===== src/rtl/fst_pkg.sv =====
`timescale 1ns / 1ps

package fst_pkg;

    localparam int unsigned MAX_FRAMES_DEF  = 64;
    localparam int unsigned MAX_ADVANCE_DEF = 64;

    localparam int unsigned CMD_W      = 3;
    localparam int unsigned TIME_W     = 24;
    localparam int unsigned FNUM_W     = 6;
    localparam int unsigned COUNT_W    = 7;
    localparam int unsigned SPEED_W    = 16;
    localparam int unsigned SPEED_FRAC = 8;
    localparam int unsigned ACC_W      = 32;
    localparam int unsigned PROG_W     = 16;
    localparam int unsigned CFG_IDX_W  = 2;
    localparam int unsigned CFG_DATA_W = 16;

    localparam int unsigned SCALE_W = TIME_W + SPEED_W;
    localparam int unsigned MUL_W   = COUNT_W + TIME_W;
    localparam int unsigned REM_W   = ACC_W + 1;
    localparam int unsigned QCNT_W  = $clog2(PROG_W);

    localparam logic [TIME_W-1:0]  DEFAULT_DURATION = 24'd100000;
    localparam logic [SPEED_W-1:0] SPEED_RST        = 16'd256;

    typedef enum logic [CMD_W-1:0] {
        CMD_TICK      = 3'd0,
        CMD_PLAY      = 3'd1,
        CMD_PAUSE     = 3'd2,
        CMD_RESUME    = 3'd3,
        CMD_STOP      = 3'd4,
        CMD_SET_FRAME = 3'd5,
        CMD_LOAD_DUR  = 3'd6
    } t_cmd;

    typedef enum logic [CFG_IDX_W-1:0] {
        CFG_FRAME_COUNT = 2'd0,
        CFG_LOOP_ENABLE = 2'd1,
        CFG_SPEED       = 2'd2
    } t_cfg_idx;

    typedef enum logic [3:0] {
        ST_CLEAR,
        ST_IDLE,
        ST_TADD,
        ST_TSTEP,
        ST_PRD,
        ST_PMUL,
        ST_PADD,
        ST_DCHK,
        ST_DIV,
        ST_DONE
    } t_state;

endpackage


===== src/rtl/frame_sequence_timer_unit.sv =====
`timescale 1ns / 1ps

// Channel  Direction  Handshake                    Payload
// in       input      i_in_valid / o_in_stall      i_cmd, i_delta_time, i_frame_number,
//                                                  i_duration_value
// out      output     o_out_valid / i_out_stall    o_frame_index, o_playing, o_paused,
//                                                  o_finished, o_progress
// cfg      input      i_cfg_valid / o_cfg_ready    i_cfg_index, i_cfg_data
//
// One word at a time. A tick on a running sequence adds the scaled time, then steps
// through k frame advances (at most MAX_ADVANCE), one per duration memory read, before
// the progress multiply, add and divide; other commands go straight to the progress steps.
// The progress divider is skipped when progress saturates or the frame count is zero.
// After reset a clearing pass loads the duration memory with the default duration; input is
// stalled meanwhile, configuration writes are taken. A waiting result does not block the
// next input word; a result is only held back while the previous one is still stalled.

module frame_sequence_timer_unit #(
    parameter int unsigned MAX_FRAMES  = fst_pkg::MAX_FRAMES_DEF,
    parameter int unsigned MAX_ADVANCE = fst_pkg::MAX_ADVANCE_DEF
) (
    input  logic                            i_clk,
    input  logic                            i_rst_n,

    input  logic                            i_in_valid,
    output logic                            o_in_stall,
    input  logic [fst_pkg::CMD_W-1:0]       i_cmd,
    input  logic [fst_pkg::TIME_W-1:0]      i_delta_time,
    input  logic [fst_pkg::FNUM_W-1:0]      i_frame_number,
    input  logic [fst_pkg::TIME_W-1:0]      i_duration_value,

    output logic                            o_out_valid,
    input  logic                            i_out_stall,
    output logic [fst_pkg::FNUM_W-1:0]      o_frame_index,
    output logic                            o_playing,
    output logic                            o_paused,
    output logic                            o_finished,
    output logic [fst_pkg::PROG_W-1:0]      o_progress,

    input  logic                            i_cfg_valid,
    output logic                            o_cfg_ready,
    input  logic [fst_pkg::CFG_IDX_W-1:0]   i_cfg_index,
    input  logic [fst_pkg::CFG_DATA_W-1:0]  i_cfg_data
);

    import fst_pkg::*;

    localparam int unsigned AW = $clog2(MAX_FRAMES);
    localparam int unsigned SW = $clog2(MAX_ADVANCE + 1);

    t_state r_state, n_state;

    logic [COUNT_W-1:0] r_frame_count, n_frame_count;
    logic               r_loop, n_loop;
    logic [SPEED_W-1:0] r_speed, n_speed;

    logic [COUNT_W-1:0] r_position, n_position;
    logic [ACC_W-1:0]   r_time, n_time;
    logic               r_run, n_run;
    logic               r_hold, n_hold;
    logic               r_done, n_done;

    logic [ACC_W-1:0]   r_scaled, n_scaled;
    logic [SW-1:0]      r_steps, n_steps;
    logic [MUL_W-1:0]   r_prod, n_prod;
    logic [MUL_W-1:0]   r_den, n_den;
    logic               r_dur_zero, n_dur_zero;
    logic [REM_W-1:0]   r_rem, n_rem;
    logic [PROG_W-1:0]  r_quo, n_quo;
    logic [QCNT_W-1:0]  r_qcnt, n_qcnt;
    logic [AW-1:0]      r_clr_cnt, n_clr_cnt;

    logic               r_out_valid;
    logic [FNUM_W-1:0]  r_out_frame;
    logic               r_out_playing;
    logic               r_out_paused;
    logic               r_out_finished;
    logic [PROG_W-1:0]  r_out_progress;

    logic [TIME_W-1:0]  r_mem [MAX_FRAMES];
    logic [TIME_W-1:0]  r_rd_data;

    logic               in_accept;
    logic               out_free;
    logic               out_load;
    logic               mem_we;
    logic [AW-1:0]      mem_waddr;
    logic [TIME_W-1:0]  mem_wdata;
    logic [AW-1:0]      mem_raddr;

    logic [COUNT_W-1:0] eff_count;
    logic               tick_go;
    logic [SCALE_W-1:0] scale_full;
    logic [ACC_W:0]     time_sum;
    logic [ACC_W-1:0]   dur_ext;
    logic [COUNT_W-1:0] pos_inc;
    logic               step_go;
    logic               step_end;
    logic [REM_W-1:0]   den_ext;
    logic [REM_W-1:0]   rem_sh;
    logic               rem_ge;

    assign eff_count = (32'(r_frame_count) > MAX_FRAMES) ? COUNT_W'(MAX_FRAMES)
                                                         : r_frame_count;
    assign in_accept = i_in_valid && !o_in_stall;
    assign out_free  = !r_out_valid || !i_out_stall;
    assign tick_go   = (t_cmd'(i_cmd) == CMD_TICK) && (eff_count != '0) && r_run && !r_hold
                       && !(r_done && !r_loop);

    assign scale_full = SCALE_W'(i_delta_time) * SCALE_W'(r_speed);
    assign time_sum   = {1'b0, r_time} + {1'b0, r_scaled};
    assign dur_ext    = ACC_W'(r_rd_data);
    assign pos_inc    = r_position + 1'b1;
    assign step_go    = (r_time >= dur_ext) && (r_steps < SW'(MAX_ADVANCE));
    assign step_end   = step_go && (pos_inc >= eff_count) && !r_loop;
    assign den_ext    = REM_W'(r_den);
    assign rem_sh     = {r_rem[REM_W-2:0], 1'b0};
    assign rem_ge     = rem_sh >= den_ext;

    // next state
    always_comb begin
        n_state = r_state;
        unique case (r_state)
            ST_CLEAR: begin
                if (r_clr_cnt == AW'(MAX_FRAMES - 1)) n_state = ST_IDLE;
            end
            ST_IDLE: begin
                if (in_accept) n_state = tick_go ? ST_TADD : ST_PRD;
            end
            ST_TADD:  n_state = ST_TSTEP;
            ST_TSTEP: begin
                if (!step_go || step_end) n_state = ST_PRD;
            end
            ST_PRD:   n_state = ST_PMUL;
            ST_PMUL:  n_state = ST_PADD;
            ST_PADD:  n_state = ST_DCHK;
            ST_DCHK: begin
                if (eff_count == '0 || r_rem >= den_ext) n_state = ST_DONE;
                else                                     n_state = ST_DIV;
            end
            ST_DIV: begin
                if (r_qcnt == QCNT_W'(PROG_W - 1)) n_state = ST_DONE;
            end
            ST_DONE: begin
                if (out_free) n_state = ST_IDLE;
            end
            default: n_state = ST_IDLE;
        endcase
    end

    // control outputs
    always_comb begin
        o_in_stall  = (r_state != ST_IDLE);
        o_cfg_ready = 1'b1;
        out_load    = (r_state == ST_DONE) && out_free;
        mem_we      = 1'b0;
        mem_waddr   = AW'(i_frame_number);
        mem_wdata   = i_duration_value;
        if (r_state == ST_CLEAR) begin
            mem_we    = 1'b1;
            mem_waddr = r_clr_cnt;
            mem_wdata = DEFAULT_DURATION;
        end else if (in_accept && t_cmd'(i_cmd) == CMD_LOAD_DUR
                     && 32'(i_frame_number) < MAX_FRAMES) begin
            mem_we = 1'b1;
        end
    end

    // datapath
    always_comb begin
        n_frame_count = r_frame_count;
        n_loop        = r_loop;
        n_speed       = r_speed;
        n_position    = r_position;
        n_time        = r_time;
        n_run         = r_run;
        n_hold        = r_hold;
        n_done        = r_done;
        n_scaled      = r_scaled;
        n_steps       = r_steps;
        n_prod        = r_prod;
        n_den         = r_den;
        n_dur_zero    = r_dur_zero;
        n_rem         = r_rem;
        n_quo         = r_quo;
        n_qcnt        = r_qcnt;
        n_clr_cnt     = r_clr_cnt;

        unique case (r_state)
            ST_CLEAR: n_clr_cnt = r_clr_cnt + 1'b1;
            ST_IDLE: begin
                if (in_accept) begin
                    n_scaled = scale_full[SCALE_W-1:SPEED_FRAC];
                    n_steps  = '0;
                    unique case (t_cmd'(i_cmd))
                        CMD_PLAY: begin
                            n_position = '0;
                            n_time     = '0;
                            n_done     = 1'b0;
                            n_run      = 1'b1;
                            n_hold     = 1'b0;
                        end
                        CMD_PAUSE: begin
                            if (r_run) begin
                                n_hold = 1'b1;
                                n_run  = 1'b0;
                            end
                        end
                        CMD_RESUME: begin
                            if (r_hold) begin
                                n_hold = 1'b0;
                                n_run  = 1'b1;
                            end
                        end
                        CMD_STOP: begin
                            n_position = '0;
                            n_time     = '0;
                            n_done     = 1'b0;
                            n_run      = 1'b0;
                            n_hold     = 1'b0;
                        end
                        CMD_SET_FRAME: begin
                            if (COUNT_W'(i_frame_number) < eff_count) begin
                                n_position = COUNT_W'(i_frame_number);
                                n_time     = '0;
                                n_done     = 1'b0;
                            end
                        end
                        default: ;
                    endcase
                end
            end
            ST_TADD: n_time = time_sum[ACC_W] ? '1 : time_sum[ACC_W-1:0];
            ST_TSTEP: begin
                if (step_go) begin
                    n_time  = r_time - dur_ext;
                    n_steps = r_steps + 1'b1;
                    if (pos_inc >= eff_count) begin
                        if (r_loop) begin
                            n_position = '0;
                        end else begin
                            n_position = eff_count - 1'b1;
                            n_done     = 1'b1;
                            n_run      = 1'b0;
                            n_time     = '0;
                        end
                    end else begin
                        n_position = pos_inc;
                    end
                end
            end
            ST_PRD: ;
            ST_PMUL: begin
                n_dur_zero = (r_rd_data == '0);
                if (r_rd_data == '0) begin
                    n_prod = MUL_W'(r_position);
                    n_den  = MUL_W'(eff_count);
                end else begin
                    n_prod = MUL_W'(r_position) * MUL_W'(r_rd_data);
                    n_den  = MUL_W'(r_rd_data) * MUL_W'(eff_count);
                end
            end
            ST_PADD: n_rem = r_dur_zero ? REM_W'(r_prod) : REM_W'(r_prod) + REM_W'(r_time);
            ST_DCHK: begin
                n_qcnt = '0;
                if (eff_count == '0)        n_quo = '0;
                else if (r_rem >= den_ext)  n_quo = '1;
                else                        n_quo = '0;
            end
            ST_DIV: begin
                n_rem  = rem_ge ? rem_sh - den_ext : rem_sh;
                n_quo  = {r_quo[PROG_W-2:0], rem_ge};
                n_qcnt = r_qcnt + 1'b1;
            end
            ST_DONE: ;
            default: ;
        endcase

        if (i_cfg_valid && o_cfg_ready) begin
            unique case (t_cfg_idx'(i_cfg_index))
                CFG_FRAME_COUNT: begin
                    n_frame_count = i_cfg_data[COUNT_W-1:0];
                    n_position    = '0;
                    n_time        = '0;
                    n_done        = 1'b0;
                end
                CFG_LOOP_ENABLE: n_loop  = i_cfg_data[0];
                CFG_SPEED:       n_speed = i_cfg_data[SPEED_W-1:0];
                default: ;
            endcase
        end
    end

    assign mem_raddr = AW'(n_position);

    always_ff @(posedge i_clk) begin
        if (mem_we) begin
            r_mem[mem_waddr] <= mem_wdata;
        end
        r_rd_data <= r_mem[mem_raddr];
    end

    always_ff @(posedge i_clk) begin
        if (!i_rst_n) begin
            r_state       <= ST_CLEAR;
            r_clr_cnt     <= '0;
            r_frame_count <= '0;
            r_loop        <= 1'b1;
            r_speed       <= SPEED_RST;
            r_position    <= '0;
            r_time        <= '0;
            r_run         <= 1'b0;
            r_hold        <= 1'b0;
            r_done        <= 1'b0;
            r_out_valid   <= 1'b0;
        end else begin
            r_state       <= n_state;
            r_clr_cnt     <= n_clr_cnt;
            r_frame_count <= n_frame_count;
            r_loop        <= n_loop;
            r_speed       <= n_speed;
            r_position    <= n_position;
            r_time        <= n_time;
            r_run         <= n_run;
            r_hold        <= n_hold;
            r_done        <= n_done;
            if (out_load) begin
                r_out_valid <= 1'b1;
            end else if (!i_out_stall) begin
                r_out_valid <= 1'b0;
            end
        end
    end

    always_ff @(posedge i_clk) begin
        r_scaled   <= n_scaled;
        r_steps    <= n_steps;
        r_prod     <= n_prod;
        r_den      <= n_den;
        r_dur_zero <= n_dur_zero;
        r_rem      <= n_rem;
        r_quo      <= n_quo;
        r_qcnt     <= n_qcnt;
        if (out_load) begin
            r_out_frame    <= r_position[FNUM_W-1:0];
            r_out_playing  <= r_run;
            r_out_paused   <= r_hold;
            r_out_finished <= r_done;
            r_out_progress <= r_quo;
        end
    end

    assign o_out_valid   = r_out_valid;
    assign o_frame_index = r_out_frame;
    assign o_playing     = r_out_playing;
    assign o_paused      = r_out_paused;
    assign o_finished    = r_out_finished;
    assign o_progress    = r_out_progress;

endmodule

===== config.mk =====
export PLATFORM = sky130hd
export DESIGN_NAME = frame_sequence_timer_unit
export DESIGN_NICKNAME = d
export VERILOG_FILES = /design/src/rtl/fst_pkg.sv /design/src/rtl/frame_sequence_timer_unit.sv
export SDC_FILE = /design/constraint.sdc
export NUM_CORES = 2
export LEC_CHECK = 0
export CORE_ASPECT_RATIO = 1.2
export CORE_MARGIN = 5
export CORE_UTILIZATION = 39
export CTS_CLUSTER_DIAMETER = 120
export DETAILED_ROUTE_END_ITERATION = 16
export DONT_BUFFER_PORTS = 1
export GPL_ROUTABILITY_DRIVEN = 1
export PLACE_DENSITY_LB_ADDON = 0.2
export SLEW_MARGIN = 10
export SYNTH_ARGS = -nofsm -noshare
export SYNTH_HDL_FRONTEND = slang
export SYNTH_SLANG_ARGS = --single-unit

===== constraint.sdc =====
create_clock -name i_clk -period 21.9 [get_ports i_clk]
set_input_delay 3.285 -clock i_clk [delete_from_list [all_inputs] [get_ports i_clk]]
set_output_delay 3.285 -clock i_clk [all_outputs]
set_load 0.01 [all_outputs]

=== Word level (Yosys, flattened, before mapping) ===
Memory sizes are Yosys's and may differ from the RTL's. A register that Yosys moved wholly into a read port is not among the register bits.
Index checks and enable logic that the tools add are counted.

* Word-level logic and storage cells: 186
* Memory bits (writable): 1536
* Register bits after elaboration: 257
* Input port bits: 80
* Memories: 1

* Multipliers: 3
* Equality and inequality tests: 32
* Reductions and logical operators: 42
* Multiplexer cells: 66
* $add $sub $neg: 9
* Magnitude comparators: 7

{| class="wikitable"
|+ Memories
! name !! words !! bits a word !! rd ports !! clocked after memory_dff !! write ports !! RTL line !! RTL
|-
| r_mem || 64 || 24 || 1 || 1 || 1 || frame_sequence_timer_unit.sv:80 || <nowiki>logic [TIME_W-1:0] r_mem [MAX_FRAMES];</nowiki>
|}

{| class="wikitable"
|+ Operators by type and width
! cell !! number
|-
| $mux W32 || 8
|-
| $pmux W32 S3 || 1
|-
| $mux W7 || 12
|-
| $ge A33 B31 Y1 || 2
|-
| $mux W33 || 2
|-
| $pmux W33 S2 || 1
|-
| $pmux W32 S2 || 1
|-
| $pmux W7 S2 || 3
|-
| $mul A24 B16 Y40 || 1
|-
| $pmux W4 S10 || 1
|-
| $add A31 B32 Y33 || 1
|-
| $add A32 B32 Y33 || 1
|-
| $sub A33 B31 Y33 || 1
|-
| $ge A32 B24 Y1 || 1
|-
| $mux W16 || 2
|-
| $pmux W16 S2 || 1
|-
| $sub A32 B24 Y32 || 1
|-
| $mul A24 B7 Y31 || 1
|-
| $mul A7 B24 Y31 || 1
|-
| $logic_not A24 Y1 || 1
|-
| $mux W24 || 1
|-
| $mux W1 || 20
|-
| $mux W4 || 5
|-
| $ne A2 B2 Y1 const B || 9
|-
| 43 further kinds || 81
|}

=== Logic depth before layout (Yosys ltp) ===
* Depth in word-level cells: 10
* Gate-level depth with buffers: 27
* Mapped depth without buffers: 26

=== Least setup slack after synthesis ===
No wires, ideal clock.

* Path type: input -> register
* Start point: in i_delta_time[14] (netlist bit)
* End point: reg r_scaled[31] (data pin)
* Slack: 12244 ps
* Arrival: 9396 ps
* Stages: 26
* Required time: 21640 ps
* Cell sequence: clkbuf_1 nand2_1 fa_1 inv_1 fa_1 inv_1 fa_1 inv_1 fa_1 fa_1 inv_1 fa_1 inv_1 ha_1 o21a_1 o211ai_1 nand2_1 or4b_2 o21ai_0 a21oi_1 o21ai_0 a21oi_1 o21ai_0 o41ai_1 o21bai_1 xnor2_1

* Word-level cells in the longest chain between the ends: 1

{| class="wikitable"
|+ Ends and longest elaborated chain
! what !! RTL line !! RTL
|-
| start: declaration || frame_sequence_timer_unit.sv:28 || <nowiki>input logic [fst_pkg::TIME_W-1:0] i_delta_time,</nowiki>
|-
| $mul A24 B16 Y40 || frame_sequence_timer_unit.sv:110 || <nowiki>assign scale_full = SCALE_W'(i_delta_time) * SCALE_W'(r_speed);</nowiki>
|-
| net scale_full[39] || frame_sequence_timer_unit.sv:93 || <nowiki>logic [SCALE_W-1:0] scale_full;</nowiki>
|-
| end signal: assignment || frame_sequence_timer_unit.sv:336 || <nowiki>r_scaled <= n_scaled;</nowiki>
|-
| end: declaration || frame_sequence_timer_unit.sv:63 || <nowiki>logic [ACC_W-1:0] r_scaled, n_scaled;</nowiki>
|}

The timed path passes the listed nets, and every way through them passes these cells.
A chain may end at the register's enable or synchronous reset.

=== Worst setup path in the final report ===
* Start point: in i_delta_time[12] (netlist bit)
* End point: reg r_scaled[31] (data pin)

Same word-level chain as after synthesis.

==> results.json <==
{
  "ys_ff_latch": 1817,
  "crit_fanout": 16,
  "crit_chain": "and2_1 -> fa_1 -> inv_1 -> fa_1 -> fa_1 -> inv_1 -> fa_1 -> fa_1 -> inv_1 -> fa_1 -> inv_1 -> ha_1 -> o21a_1 -> o211ai_1 -> nand2_1 -> or4b_2 -> o21ai_0 -> a21oi_1 -> o21ai_0 -> a21oi_1 -> o21ai_0 -> o41ai_1 -> o21bai_1 -> xnor2_1",
  "ir_drop_uv": 59.9,
  "num_vias": 64400,
  "gp_congestion": 0.897,
  "finalHoldViolCount": 0,
  "worstSetupEndpointType": "flip-flop",
  "power.leakage_nw": 42.0,
  "portBuffers": 0,
  "totalNegativeSetupSlack_ns": 0,
  "io_pins": 108,
  "clock_skew_ns": 0.0904,
  "ctsResizeCount": 0,
  "ant_nets": 0,
  "h-tree-depth": 4,
  "final_nets": 8917,
  "netlist_instances": 7933,
  "netlist-cell-type-count": 93,
  "arrival_ns": 9.61,
  "hold_class": "reg -> reg",
  "fp.coreArea_um2": 255000,
  "post_cts_buffers": 0,
  "overflow": 0,
  "cts-root-buf": "clkbuf_16",
  "grt_setup_unrepaired": "no",
  "grt_pass1_vias": 65100,
  "rows": 203,
  "cts_made_buffers": 194,
  "synth_nets": 8913,
  "synth_area_um2": 99800,
  "yosysSeqAreaShare_pct": 53.7,
  "yosys-top-cells-area": "edfxtp_1 52%, fa_1 11%, ha_1 4.7%",
  "avgSynthCellArea_um2": 12.6,
  "clock_latency_ns": 0.87,
  "dpl-instance-area_um2": 104000,
  "initial_core_util_pct": 39.2,
  "drt_first_pass_iters": 5,
  "slew_viol_final": 0,
  "crit_top_cell": "fa_1",
  "setup_viol": 0,
  "critPathLaunchType": "primary input",
  "maxSlewHeadroom_pct": 5.24,
  "grt_max_degree": 113,
  "path_buf_inv": 4,
  "synthFlopType": "edfxtp_1",
  "slowest_delay_ns": 0.59,
  "die_y_um": 564,
  "route.detailed.drc": 0,
  "clockBufferDepth": 4,
  "finalCritPeriodShare_pct": 41.4,
  "min_period_ns": 9.06,
  "r2r_setup_slack_ns": 13.15,
  "maxCapViolCount": 0,
  "postRouteWirelength_mm": 305,
  "crit_type": "in -> reg",
  "cts_sinks": 1817,
  "via_per_inst": 5.61,
  "slowest_stage": "or4b_2",
  "synthMostInstantiatedCell": "edfxtp_1",
  "synth_top_area_share_pct": 51.6,
  "synth_edf_count": 1716,
  "status": "finished, final reports clean",
  "yosysWarnings": 0,
  "clkTransAtPathRegs_ns": 0.06,
  "design_area_um2": 111000,
  "track_usage_pct": 22.5,
  "holdBufCountCts": 0,
  "cts_tree": "yes",
  "synthArstFlopShare_pct": 0,
  "dpl.hpwl_mm": 208,
  "synth_top_area_cell": "edfxtp_1",
  "crit_required_ns": 22.45,
  "die-area_um2": 266000,
  "synthTopCellsByCount": "1716 x edfxtp_1, 1018 x nand2_1, 625 x inv_1",
  "grt_pass1_wl_mm": 446,
  "fmax_mhz": 110,
  "die_w_um": 472,
  "drtIter0Drc": 5501,
  "power.density_nw_per_um2": 68.4,
  "worst_path_dominant_cell_family": "adder cells",
  "tightest_slew_ns": 1.42,
  "drive_above_1_share_pct": 9.67,
  "synthToLayoutAreaGrowth_pct": 10.9,
  "post_drt_wl_per_cell_um": 26.5,
  "antenna_found_initial": 12
}
placed cells by master (no fill, tap or decap), types with 199 or more instances in the layout:
master,n
edfxtp_1,1716
nand2_1,1018
inv_1,625
fa_1,527
ha_1,373
mux2i_1,350
nor2_1,297
a21oi_1,264
buf_4,217
o21ai_0,199
worst paths after layout:
path | startpoint | to | depth (start not counted)
setup reg to reg | r_position[6]$_SDFF_PN0_ | r_rd_data[9]$_DFF_P_ | 19
hold / removal | r_quo[15]$_DFFE_PP_ | o_progress[15]$_DFFE_PP_ | 0
setup / recovery | i_delta_time[12] | r_scaled[31]$_DFFE_PP_ | 24
hold reg to reg | r_quo[15]$_DFFE_PP_ | o_progress[15]$_DFFE_PP_ | 0
flip-flops by register name, indices dropped and copies added, names as in the netlist, 24 cells and up:
name	count
r_mem	1536
r_rem	33
r_scaled	32
r_time	32
r_den	31
r_prod	31
r_rd_data	24
cell families (layout without fill, tap and decap cells):
group	Yosys count	count (layout)	share of synthesized area, %
AO/OA/AOI/OAI	1248	1248	8.64
XOR/XNOR	178	178	1.56
adder cells (fa/ha/maj)	900	900	15.3
buffers and inverters	1051	1205	4.23
flip-flops	1817	1817	53.7
multiplexers	476	476	6.22
other	1	14	0.00376
AND/OR/NAND/NOR	2262	2262	10.4
metal layers:
layer	GRT usage [%]	up-vias	wire length, um
li1	-	28700	-
met1	28.1	33300	120000
met2	38.5	1976	150000
met3	3.34	479	17600
met4	10.6	2	16900
met5	0	-	19
metrics by stage:
step	utilization (%)	setup WS (ns)	total power, mW	std cells	hold WS (ns)
floorplan	-	12.24	4.21	7933	0.400
global placement	41.0	11.90	4.37	11100	0.408
detailed placement	41.0	12.04	4.37	11100	0.407
CTS	43.4	12.92	7.65	11500	0.449
global route	43.4	12.50	7.85	11500	0.447
finish	43.4	12.84	7.57	11500	0.446
area by class of cell:
class                      instances  area [um2]
multi-input combinational       5065       42500
timing repair buffer             224        1740
antenna                           13        32.5
clock inverter                    94        1060
inverter                         635        2380
fill                           23300      144000
sequential                      1817       53600
tap                             3382        4230
clock buffer                     252        5180
power breakdown:
group | internal (mW) | switching (mW)
clock | 1.90 | 1.39
combinational | 0.186 | 0.299
sequential | 3.78 | 0.0230
Power figures use the tool's default switching activity.
